[config.mk]
export PLATFORM = sky130hd
export DESIGN_NAME = alarm_siren_controller_flat
export DESIGN_NICKNAME = d
export VERILOG_FILES = /design/src/hdl/asc_pkg.sv /design/src/hdl/asc_ifs.sv /design/src/hdl/alarm_siren_controller.sv /design/src/flat_wrapper.sv
export SDC_FILE = /design/constraint.sdc
export NUM_CORES = 1
export LEC_CHECK = 0
export BUFFER_PORTS_ARGS = -buffer_cell sky130_fd_sc_hd__buf_4
export CORE_UTILIZATION = 46
export DETAILED_ROUTE_END_ITERATION = 7
export PLACE_DENSITY = 0.72
export REMOVE_ABC_BUFFERS = 1
export SLEW_MARGIN = 20
export SYNTH_ARGS = -nofsm -noshare
export SYNTH_HDL_FRONTEND = slang
export SYNTH_SLANG_ARGS = --single-unit
[constraint.sdc]
create_clock -name clock -period 9.45 [get_ports clock]
set_clock_uncertainty 0.15 [all_clocks]
set_input_delay 1.4175 -clock clock [delete_from_list [all_inputs] [get_ports clock]]
set_output_delay 1.4175 -clock clock [all_outputs]
set_load 0.005 [all_outputs]
[src/hdl/asc_pkg.sv]
// types, constants and register indexes shared by the alarm siren controller
`timescale 1ns / 1ps
package asc_pkg;

   localparam int TIMER_BITS_DEFAULT = 16;
   localparam int CFG_TICK_BITS      = 16;
   localparam int CFG_LIMIT_BITS     = 4;
   localparam int CFG_DATA_BITS      = 16;
   localparam int CFG_INDEX_BITS     = 2;
   localparam int TALLY_BITS         = 5;

   localparam logic [CFG_TICK_BITS-1:0]  SIREN_TICKS_RESET = 16'd300;
   localparam logic [CFG_TICK_BITS-1:0]  ALARM_TICKS_RESET = 16'd1200;
   localparam logic [CFG_LIMIT_BITS-1:0] MAX_ALARMS_RESET  = 4'd3;

   typedef enum logic [1:0] {
      OP_TICK    = 2'd0,
      OP_TRIGGER = 2'd1,
      OP_STOP    = 2'd2
   } op_type;

   typedef enum logic [1:0] {
      MODE_IDLE    = 2'd0,
      MODE_ACTIVE  = 2'd1,
      MODE_TIMEOUT = 2'd2
   } mode_type;

   typedef enum logic [CFG_INDEX_BITS-1:0] {
      REG_SIREN_TICKS = 2'd0,
      REG_ALARM_TICKS = 2'd1,
      REG_MAX_ALARMS  = 2'd2
   } reg_index_type;

endpackage

[src/hdl/asc_ifs.sv]
// request and response channel interfaces of the alarm siren controller
`timescale 1ns / 1ps
interface asc_req_if;
   logic       valid;
   logic       ready;
   logic [1:0] operation;
   logic [3:0] event_source;

   modport source (output valid, output operation, output event_source, input ready);
   modport sink   (input valid, input operation, input event_source, output ready);
endinterface

interface asc_rsp_if;
   logic       valid;
   logic       ready;
   logic       siren_out;
   logic [1:0] alarm_mode;
   logic       cancel_valid;
   logic [3:0] cancel_source;
   logic [4:0] trigger_count;

   modport source (output valid, output siren_out, output alarm_mode, output cancel_valid,
                   output cancel_source, output trigger_count, input ready);
   modport sink   (input valid, input siren_out, input alarm_mode, input cancel_valid,
                   input cancel_source, input trigger_count, output ready);
endinterface

[src/hdl/alarm_siren_controller.sv]
// alarm siren controller top level
//
// req_chan carries one event per transaction: tick, trigger or stop, plus
// the source of a stop. rsp_chan returns exactly one transaction per request
// with the siren level, the mode, a cancel flag with its source and the
// trigger count, all as they stand after that event.
// the csr port writes siren_ticks, alarm_ticks and max_alarms by index;
// the user is to write it only while no request is in flight, which the
// block itself does not enforce. a request accepted on req_chan is held in
// the request register, then presented on rsp_chan from the response
// register. throughput: one transaction per cycle while rsp_chan takes
// responses, set by the single state update between the two registers.
// on a rsp_chan stall the response register holds and the request register
// takes one more; req_chan.ready then drops until the response is taken.
// reset clears both registers' valid flags, the mode, siren, countdowns and
// trigger count, and loads the configuration defaults (300, 1200, 3).
// unused operation codes change nothing and report the current state.
`timescale 1ns / 1ps
module alarm_siren_controller #(
   parameter int TIMER_BITS = asc_pkg::TIMER_BITS_DEFAULT
) (
   input  logic                                clock,
   input  logic                                reset,
   asc_req_if.sink                             req_chan,
   asc_rsp_if.source                           rsp_chan,
   input  logic                                csr_we,
   input  logic [asc_pkg::CFG_INDEX_BITS-1:0]  csr_index,
   input  logic [asc_pkg::CFG_DATA_BITS-1:0]   csr_wdata
);
   import asc_pkg::*;

   // configuration
   logic [CFG_TICK_BITS-1:0]  siren_ticks_ff;
   logic [CFG_TICK_BITS-1:0]  alarm_ticks_ff;
   logic [CFG_LIMIT_BITS-1:0] max_alarms_ff;

   // request register
   logic       req_valid_ff;
   logic [1:0] req_op_ff;
   logic [3:0] req_src_ff;

   // controller state
   mode_type                mode_ff, mode_in;
   logic                    siren_ff, siren_in;
   logic [TIMER_BITS-1:0]   siren_cd_ff, siren_cd_in;
   logic [TIMER_BITS-1:0]   alarm_cd_ff, alarm_cd_in;
   logic [TALLY_BITS-1:0]   tally_ff, tally_in;
   logic                    cancel_in;
   logic [3:0]              cancel_src_in;

   // response register
   logic                    rsp_valid_ff;
   logic                    rsp_siren_ff;
   logic [1:0]              rsp_mode_ff;
   logic                    rsp_cancel_ff;
   logic [3:0]              rsp_cancel_src_ff;
   logic [TALLY_BITS-1:0]   rsp_tally_ff;

   logic                    advance;
   logic                    req_take;
   logic [TALLY_BITS-1:0]   max_ext;
   logic [TALLY_BITS-1:0]   tally_up;
   logic [TIMER_BITS-1:0]   siren_load;
   logic [TIMER_BITS-1:0]   alarm_load;
   logic [TIMER_BITS-1:0]   siren_dec;
   logic [TIMER_BITS-1:0]   alarm_dec;

   assign advance  = req_valid_ff && (!rsp_valid_ff || rsp_chan.ready);
   assign req_chan.ready = !req_valid_ff || advance;
   assign req_take = req_chan.valid && req_chan.ready;

   assign max_ext    = {1'b0, max_alarms_ff};
   assign tally_up   = tally_ff + TALLY_BITS'(1);
   assign siren_load = TIMER_BITS'(siren_ticks_ff);
   assign alarm_load = TIMER_BITS'(alarm_ticks_ff);
   assign siren_dec  = siren_cd_ff - TIMER_BITS'(1);
   assign alarm_dec  = alarm_cd_ff - TIMER_BITS'(1);

   always_ff @(posedge clock) begin
      if (reset) begin
         siren_ticks_ff <= SIREN_TICKS_RESET;
         alarm_ticks_ff <= ALARM_TICKS_RESET;
         max_alarms_ff  <= MAX_ALARMS_RESET;
      end else if (csr_we) begin
         case (reg_index_type'(csr_index))
            REG_SIREN_TICKS: siren_ticks_ff <= csr_wdata[CFG_TICK_BITS-1:0];
            REG_ALARM_TICKS: alarm_ticks_ff <= csr_wdata[CFG_TICK_BITS-1:0];
            REG_MAX_ALARMS:  max_alarms_ff  <= csr_wdata[CFG_LIMIT_BITS-1:0];
            default: begin
            end
         endcase
      end
   end

   always_ff @(posedge clock) begin
      if (reset) begin
         req_valid_ff <= 1'b0;
      end else if (req_chan.ready) begin
         req_valid_ff <= req_chan.valid;
      end
   end

   always_ff @(posedge clock) begin
      if (req_take) begin
         req_op_ff  <= req_chan.operation;
         req_src_ff <= req_chan.event_source;
      end
   end

   always_comb begin
      mode_in       = mode_ff;
      siren_in      = siren_ff;
      siren_cd_in   = siren_cd_ff;
      alarm_cd_in   = alarm_cd_ff;
      tally_in      = tally_ff;
      cancel_in     = 1'b0;
      cancel_src_in = 4'd0;
      case (op_type'(req_op_ff))
         OP_TICK: begin
            if (siren_cd_ff != '0) begin
               siren_cd_in = siren_dec;
               if (siren_dec == '0) begin
                  siren_in = 1'b0;
               end
            end
            if (alarm_cd_ff != '0) begin
               alarm_cd_in = alarm_dec;
               if (alarm_dec == '0) begin
                  mode_in = MODE_TIMEOUT;
               end
            end
         end
         OP_TRIGGER: begin
            if (mode_ff != MODE_ACTIVE) begin
               if (tally_ff <= max_ext) begin
                  tally_in = tally_up;
               end
               if (tally_in <= max_ext) begin
                  mode_in     = MODE_ACTIVE;
                  alarm_cd_in = alarm_load;
                  if (!siren_ff) begin
                     siren_cd_in = siren_load;
                     siren_in    = 1'b1;
                  end
               end
            end
         end
         OP_STOP: begin
            if (mode_ff == MODE_ACTIVE) begin
               cancel_in     = 1'b1;
               cancel_src_in = req_src_ff;
            end
            siren_in    = 1'b0;
            siren_cd_in = '0;
            alarm_cd_in = '0;
            tally_in    = '0;
            mode_in     = MODE_IDLE;
         end
         default: begin
         end
      endcase
   end

   always_ff @(posedge clock) begin
      if (reset) begin
         mode_ff     <= MODE_IDLE;
         siren_ff    <= 1'b0;
         siren_cd_ff <= '0;
         alarm_cd_ff <= '0;
         tally_ff    <= '0;
      end else if (advance) begin
         mode_ff     <= mode_in;
         siren_ff    <= siren_in;
         siren_cd_ff <= siren_cd_in;
         alarm_cd_ff <= alarm_cd_in;
         tally_ff    <= tally_in;
      end
   end

   always_ff @(posedge clock) begin
      if (reset) begin
         rsp_valid_ff <= 1'b0;
      end else if (advance) begin
         rsp_valid_ff <= 1'b1;
      end else if (rsp_chan.ready) begin
         rsp_valid_ff <= 1'b0;
      end
   end

   always_ff @(posedge clock) begin
      if (advance) begin
         rsp_siren_ff      <= siren_in;
         rsp_mode_ff       <= mode_in;
         rsp_cancel_ff     <= cancel_in;
         rsp_cancel_src_ff <= cancel_src_in;
         rsp_tally_ff      <= tally_in;
      end
   end

   assign rsp_chan.valid         = rsp_valid_ff;
   assign rsp_chan.siren_out     = rsp_siren_ff;
   assign rsp_chan.alarm_mode    = rsp_mode_ff;
   assign rsp_chan.cancel_valid  = rsp_cancel_ff;
   assign rsp_chan.cancel_source = rsp_cancel_src_ff;
   assign rsp_chan.trigger_count = rsp_tally_ff;

   // siren off means its countdown is empty
   assert property (@(posedge clock) disable iff (reset)
      !siren_ff |-> siren_cd_ff == '0)
      else $error("siren off with countdown running");

   // alarm countdown only runs while active
   assert property (@(posedge clock) disable iff (reset)
      mode_ff != MODE_ACTIVE |-> alarm_cd_ff == '0)
      else $error("alarm countdown running outside active mode");

   // a cancel always reports the cleared state
   assert property (@(posedge clock) disable iff (reset)
      rsp_valid_ff && rsp_cancel_ff |->
         rsp_mode_ff == MODE_IDLE && !rsp_siren_ff && rsp_tally_ff == '0)
      else $error("cancel reported without cleared state");

   // a response is loaded exactly when a held request moves on
   assert property (@(posedge clock) disable iff (reset)
      advance |=> rsp_valid_ff)
      else $error("response lost after request advanced");

endmodule

[src/flat_wrapper.sv]
// flat-port wrapper written by rule: the top's interface ports become plain ports
module alarm_siren_controller_flat import asc_pkg::*;
#(
   parameter int TIMER_BITS = asc_pkg::TIMER_BITS_DEFAULT
)
  (clock, reset, csr_we, csr_index, csr_wdata, req_chan_valid, req_chan_operation, req_chan_event_source, req_chan_ready, rsp_chan_valid, rsp_chan_siren_out, rsp_chan_alarm_mode, rsp_chan_cancel_valid, rsp_chan_cancel_source, rsp_chan_trigger_count, rsp_chan_ready);
  asc_req_if req_chan_i ();
  asc_rsp_if rsp_chan_i ();
  input  logic clock;
  input  logic reset;
  input  logic csr_we;
  input  logic [asc_pkg::CFG_INDEX_BITS-1:0] csr_index;
  input  logic [asc_pkg::CFG_DATA_BITS-1:0] csr_wdata;
  input wire logic [$bits(req_chan_i.valid)-1:0] req_chan_valid;
  input wire logic [$bits(req_chan_i.operation)-1:0] req_chan_operation;
  input wire logic [$bits(req_chan_i.event_source)-1:0] req_chan_event_source;
  output wire logic [$bits(req_chan_i.ready)-1:0] req_chan_ready;
  output wire logic [$bits(rsp_chan_i.valid)-1:0] rsp_chan_valid;
  output wire logic [$bits(rsp_chan_i.siren_out)-1:0] rsp_chan_siren_out;
  output wire logic [$bits(rsp_chan_i.alarm_mode)-1:0] rsp_chan_alarm_mode;
  output wire logic [$bits(rsp_chan_i.cancel_valid)-1:0] rsp_chan_cancel_valid;
  output wire logic [$bits(rsp_chan_i.cancel_source)-1:0] rsp_chan_cancel_source;
  output wire logic [$bits(rsp_chan_i.trigger_count)-1:0] rsp_chan_trigger_count;
  input wire logic [$bits(rsp_chan_i.ready)-1:0] rsp_chan_ready;
  assign req_chan_i.valid = req_chan_valid;
  assign req_chan_i.operation = req_chan_operation;
  assign req_chan_i.event_source = req_chan_event_source;
  assign req_chan_ready = req_chan_i.ready;
  assign rsp_chan_valid = rsp_chan_i.valid;
  assign rsp_chan_siren_out = rsp_chan_i.siren_out;
  assign rsp_chan_alarm_mode = rsp_chan_i.alarm_mode;
  assign rsp_chan_cancel_valid = rsp_chan_i.cancel_valid;
  assign rsp_chan_cancel_source = rsp_chan_i.cancel_source;
  assign rsp_chan_trigger_count = rsp_chan_i.trigger_count;
  assign rsp_chan_i.ready = rsp_chan_ready;
  alarm_siren_controller #(.TIMER_BITS(TIMER_BITS)) u_core (.clock(clock), .reset(reset), .req_chan(req_chan_i), .rsp_chan(rsp_chan_i), .csr_we(csr_we), .csr_index(csr_index), .csr_wdata(csr_wdata));
endmodule
==> results by stage <==
Status:
- The flow ran to the end, and the final reports show no timing, DRC or antenna violations.

STA:
- The number of pins exceeding their max-slew limit in the final report is 0.
- The final number of hold-violating endpoints came to 0.
- Across all setup checks in the final design, the least slack found is 5290 ps.
- The tightest hold path in the finished design has a slack of 302 ps.
- The max-slew headroom at the worst pin is 0.357.
- At the pin with the least slew margin, the transition time is 961 ps.
- The final number of setup-violating endpoints is 0.
- Dividing the final minimum period by the clock period gives 0.440.
- After routing, the total negative slack on setup checks comes to 0 ps.
- The time the worst path needs with I/O delays and setup is 4160 ps.
- Setup repair after global routing left no endpoint under its margin.
- Based on the critical path, the design can be clocked at up to 240 MHz.

Clock network:
- The later pin in the worst-skew pair is clocked with a latency of 340 ps.
- TritonCTS built the clock tree.
- After clock tree synthesis, the repair step resized 0 gates.
- The post-CTS setup buffer count is 0.
- The number of clock sinks is 97.
- Clock-pin slew was measured on the worst setup and hold paths at 70 ps.
- In this run the number of H-tree levels came out at 3.
- CTS placed an instance of clkbuf_16 at the clock tree root.
- The buffer levels on the longest clock path is 2.
- The number of hold buffers added after cts is 0.
- Clock tree synthesis inserted a total of 9 buffers.

Synth:
- In this run, distinct cell masters in the synthesized netlist total 73.
- In this run, synthesis inferred 19 flip-flops with an integrated enable.
- A synthesized cell averages 8.34 µm².
- The number of flip-flops and latches in the synthesized netlist is 97.
- The post-synthesis instance area is 0.00545 mm².
- Of the total synthesized cell area, the portion taken by full adders, half adders and majority gates is 0.0436.
- The post-synthesis async set-or-reset flop share is 0.
- In the synthesized netlist the dominant register cell turns out to be dfxtp_1.
- The area fraction in and, or, nand and nor cells after synthesis is 0.249.
- The multiplexer area fraction after synthesis is 0.00941.
- The post-synthesis sequential area ratio is 0.391.
- After technology mapping, the gate count stands at 654.
- The dominant combinational cell family by area after synthesis is simple AND/OR/NAND/NOR gates.
- Ranked by total cell area, the synthesized netlist is headed by dfxtp_1 (29%), edfxtp_1 (10%), nand2_1 (6.4%), a21oi_1 (4.8%), ha_1 (4.4%).
- Of the total synthesized cell area, the portion taken by XOR and XNOR cells is 0.0209.
- The largest total area in the synthesized netlist belongs to dfxtp_1.
- The fraction of the mapped netlist area in compound gates is 0.233.
- Of the post-synthesis cell area, the dominant cell type holds 0.286.
- The warning count from the yosys run is 0.

Finish:
- The synthesis-to-finish area growth is 10.4%.
- The number of non-filler instances in the completed layout is 809.
- Leaving out fill and tap cells, the most frequent cell in the layout is nand2_1.
- In the layout the commonest cells are nand2_1 (93), dfxtp_1 (78), a21oi_1 (52).
- The layout cell share with drive strength beyond 1 is 0.132.
- The net count of the finished layout is 709.
- The number of diodes is 0.
- The number of fill cells is 1,063.

Power and ir drop:
- The maximum ir drop on the vdd rail is 0.0947 mV.
- The power per unit of standard cell area is 175 mW/mm².
- Summed over all cells, the static leakage comes to 2.25 nW.
- The sequential share of power is 0.443.
- Of the total power, the clock network draws 0.319.
- Total power for the finished layout comes to 0.00105 W.
- Of the total power, combinational logic draws 0.238.
- In this run the power spent charging and discharging nets is 0.000335 W.
- The net switching share of the total power is 0.319.
- The internal power of the cells totals 0.000715 W.

Route:
- The detail-routed via count per cell is 6.15.
- The number of nets still failing antenna checks after routing is 0.
- The met1 wire length is 6300 µm.
- The total met2 wirelength after detailed routing is 6870 µm.
- The highest layer touched by signal routing is met4.
- The routed length on met3 is 667 µm.
- For this block, the routed nets add up to 14,200 µm of wire.
- The routed via count is 4,975.
- The detailed-routing iteration count for the pre-antenna-repair pass is 5.
- After detailed routing, the number of remaining DRC violations is 0.
- The initial detailed-routing violation count is 306.
- Dividing the detail-routed wire length by the instance count gives 17.5 µm.

Placed design:
- Including well taps, the total number of placed cells is 793.
- The HPWL after detailed placement is 9510 µm.
- Before CTS, the worst setup slack after placement is 5350 ps.
- Port buffering added 43 buffers.
- The congestion estimate from routability-driven global placement came to 0.876.

Critical path:
- For this design, the slowest cell found on the critical path is dfxtp_1.
- STA classifies the critical path endpoint as a flop.
- By startpoint and endpoint, the worst setup path is classified as reg -> reg.
- The critical path's largest stage delay is 490 ps.
- The highest net fanout along the worst path is 15.
- Traced cell by cell, the critical path runs through ha_1, a21oi_1, o221ai_2, a21oi_2, mux2_2, ha_1, nor2b_1, o31ai_1, a21oi_2, o31a_1, a2111oi_0, a211oi_1.
- The worst setup path is launched from a flop.
- Data on the critical path arrives at its endpoint at 4200 ps.
- The startpoint identified for the worst register-to-register timing path is u_core.tally_ff[2].
- The most critical setup path has its startpoint at u_core.tally_ff[2].
- The critical path data required time is 9490 ps.

Global routing:
- The remaining global-route overflow is 0.
- The maximum number of pins on one net before global-route repair is 69.
- The overall global routing resource usage is 0.233.
- The number of global-route vias before repair is 4,735.
- The first-pass GRT wire length is 23,400 µm.
- The number of antenna violations at the first check in global routing came to 0.

Floorplanning:
- In this run the standard cell core region covers 0.0115 mm².
- The floorplan has 39 rows.
- The die is 111 µm wide.
- During I/O placement, the number of pins put on the boundary was 44.
- The effective utilization at floorplan is 0.475.
- The die is 111 µm tall.
- The die covers 0.0123 mm².

Hold path:
- The startpoint of the most critical hold path is u_core.siren_load[15].
- The worst hold path class is reg -> reg.

Run:
- Max-cap violations in this run came to 0.
-- power by group through the flow --
| stage | Clock [W] | Sequential, W | Combinational, W |
|---|---|---|---|
| floorplan | 0 | 0.000469 | 0.000179 |
| global placement | 0 | 0.000473 | 0.000240 |
| detailed placement | 0 | 0.000474 | 0.000246 |
| CTS | 0.000339 | 0.000465 | 0.000247 |
| global route | 0.000354 | 0.000469 | 0.000279 |
| finish | 0.000335 | 0.000465 | 0.000250 |
-- path summary, 6_finish.rpt --
kind / end / slack [ps] / cells after the start
setup / recovery: u_core.alarm_cd_ff[0] / 5290 / 12
hold / removal: u_core.siren_load[15] / 300 / 2
setup reg to reg: u_core.alarm_cd_ff[0] / 5290 / 12
hold reg to reg: u_core.siren_load[15] / 300 / 2
-- cells in the mapped netlist (7+ instances only) --
| master | count |
|---|---|
| a21oi_1 | 52 |
| a22oi_1 | 8 |
| a31oi_1 | 13 |
| and3_1 | 7 |
| buf_2 | 12 |
| clkbuf_1 | 30 |
| dfxtp_1 | 78 |
| edfxtp_1 | 19 |
| ha_1 | 19 |
| inv_1 | 17 |
| nand2_1 | 93 |
| nand3_1 | 31 |
| nand4_1 | 11 |
| nor2_1 | 51 |
| nor3_1 | 15 |
| nor4_1 | 11 |
| o211ai_1 | 8 |
| o21ai_0 | 26 |
| o21ai_1 | 13 |
| o311ai_1 | 13 |
| o31ai_1 | 19 |
| xnor2_1 | 9 |
-- layer usage --
| layer | global-route usage | up-vias |
|---|---|---|
| met5 | 0 | - |
| met4 | 0.0996 | 0 |
| met3 | 0.0350 | 30 |
| met2 | 0.386 | 147 |
| met1 | 0.302 | 2387 |
| li1 | - | 2411 |
-- cell families after synthesis --
kind of cell | after synthesis
buf+inv | 67
simple gates | 263
compound gates | 190
fa+ha+maj | 19
xor+xnor | 13
mux | 5
flops | 97
-- state kept, by name, summed over array words and instances, names as in the netlist --
| register | count |
|---|---|
| u_core.req_op_ff | 2 |
| u_core.rsp_chan.valid | 1 |
| u_core.tally_ff | 5 |
| u_core.rsp_chan.cancel_valid | 1 |
| u_core.alarm_cd_ff | 16 |
| u_core.siren_cd_ff | 16 |
| u_core.rsp_chan.alarm_mode | 2 |
| u_core.req_valid_ff | 1 |
| u_core.rsp_chan.cancel_source | 4 |
| u_core.rsp_chan.siren_out | 1 |
| u_core.siren_load | 16 |
| u_core.alarm_load | 16 |
| u_core.req_src_ff | 4 |
| u_core.siren_ff | 1 |
| u_core.mode_ff | 2 |
| u_core.max_alarms_ff | 4 |
| u_core.rsp_chan.trigger_count | 5 |
-- final cells by class --
type / count / area [µm²] / share of cell area
multi-input combinational: 490 / 3030 / 0.504
clock buffer: 10 / 229 / 0.0381
inverter: 17 / 63.8 / 0.0106
timing repair buffer: 46 / 345 / 0.0574
tap: 143 / 179 / 0.0297
sequential: 97 / 2130 / 0.354
clock inverter: 6 / 33.8 / 0.00561
-- worst max-delay path, delay by kind of cell, from the launching register on --
kind                     cells  cell delay, ps
adder cells (fa/ha/maj)      2             620
flip-flops                   1             490
AND/OR/NAND/NOR              1             140
AO/OA/AOI/OAI                8            2200
multiplexers                 1             410
-- through the flow --
step / utilization / cell area (µm²)
2_1_floorplan: - / 5230
3_3_place_gp: 0.502 / 5750
3_5_place_dp: 0.502 / 5750
4_1_cts: 0.525 / 6020
5_1_grt: 0.525 / 6020
6_report: 0.525 / 6020
Power figures use the tool's default switching activity.
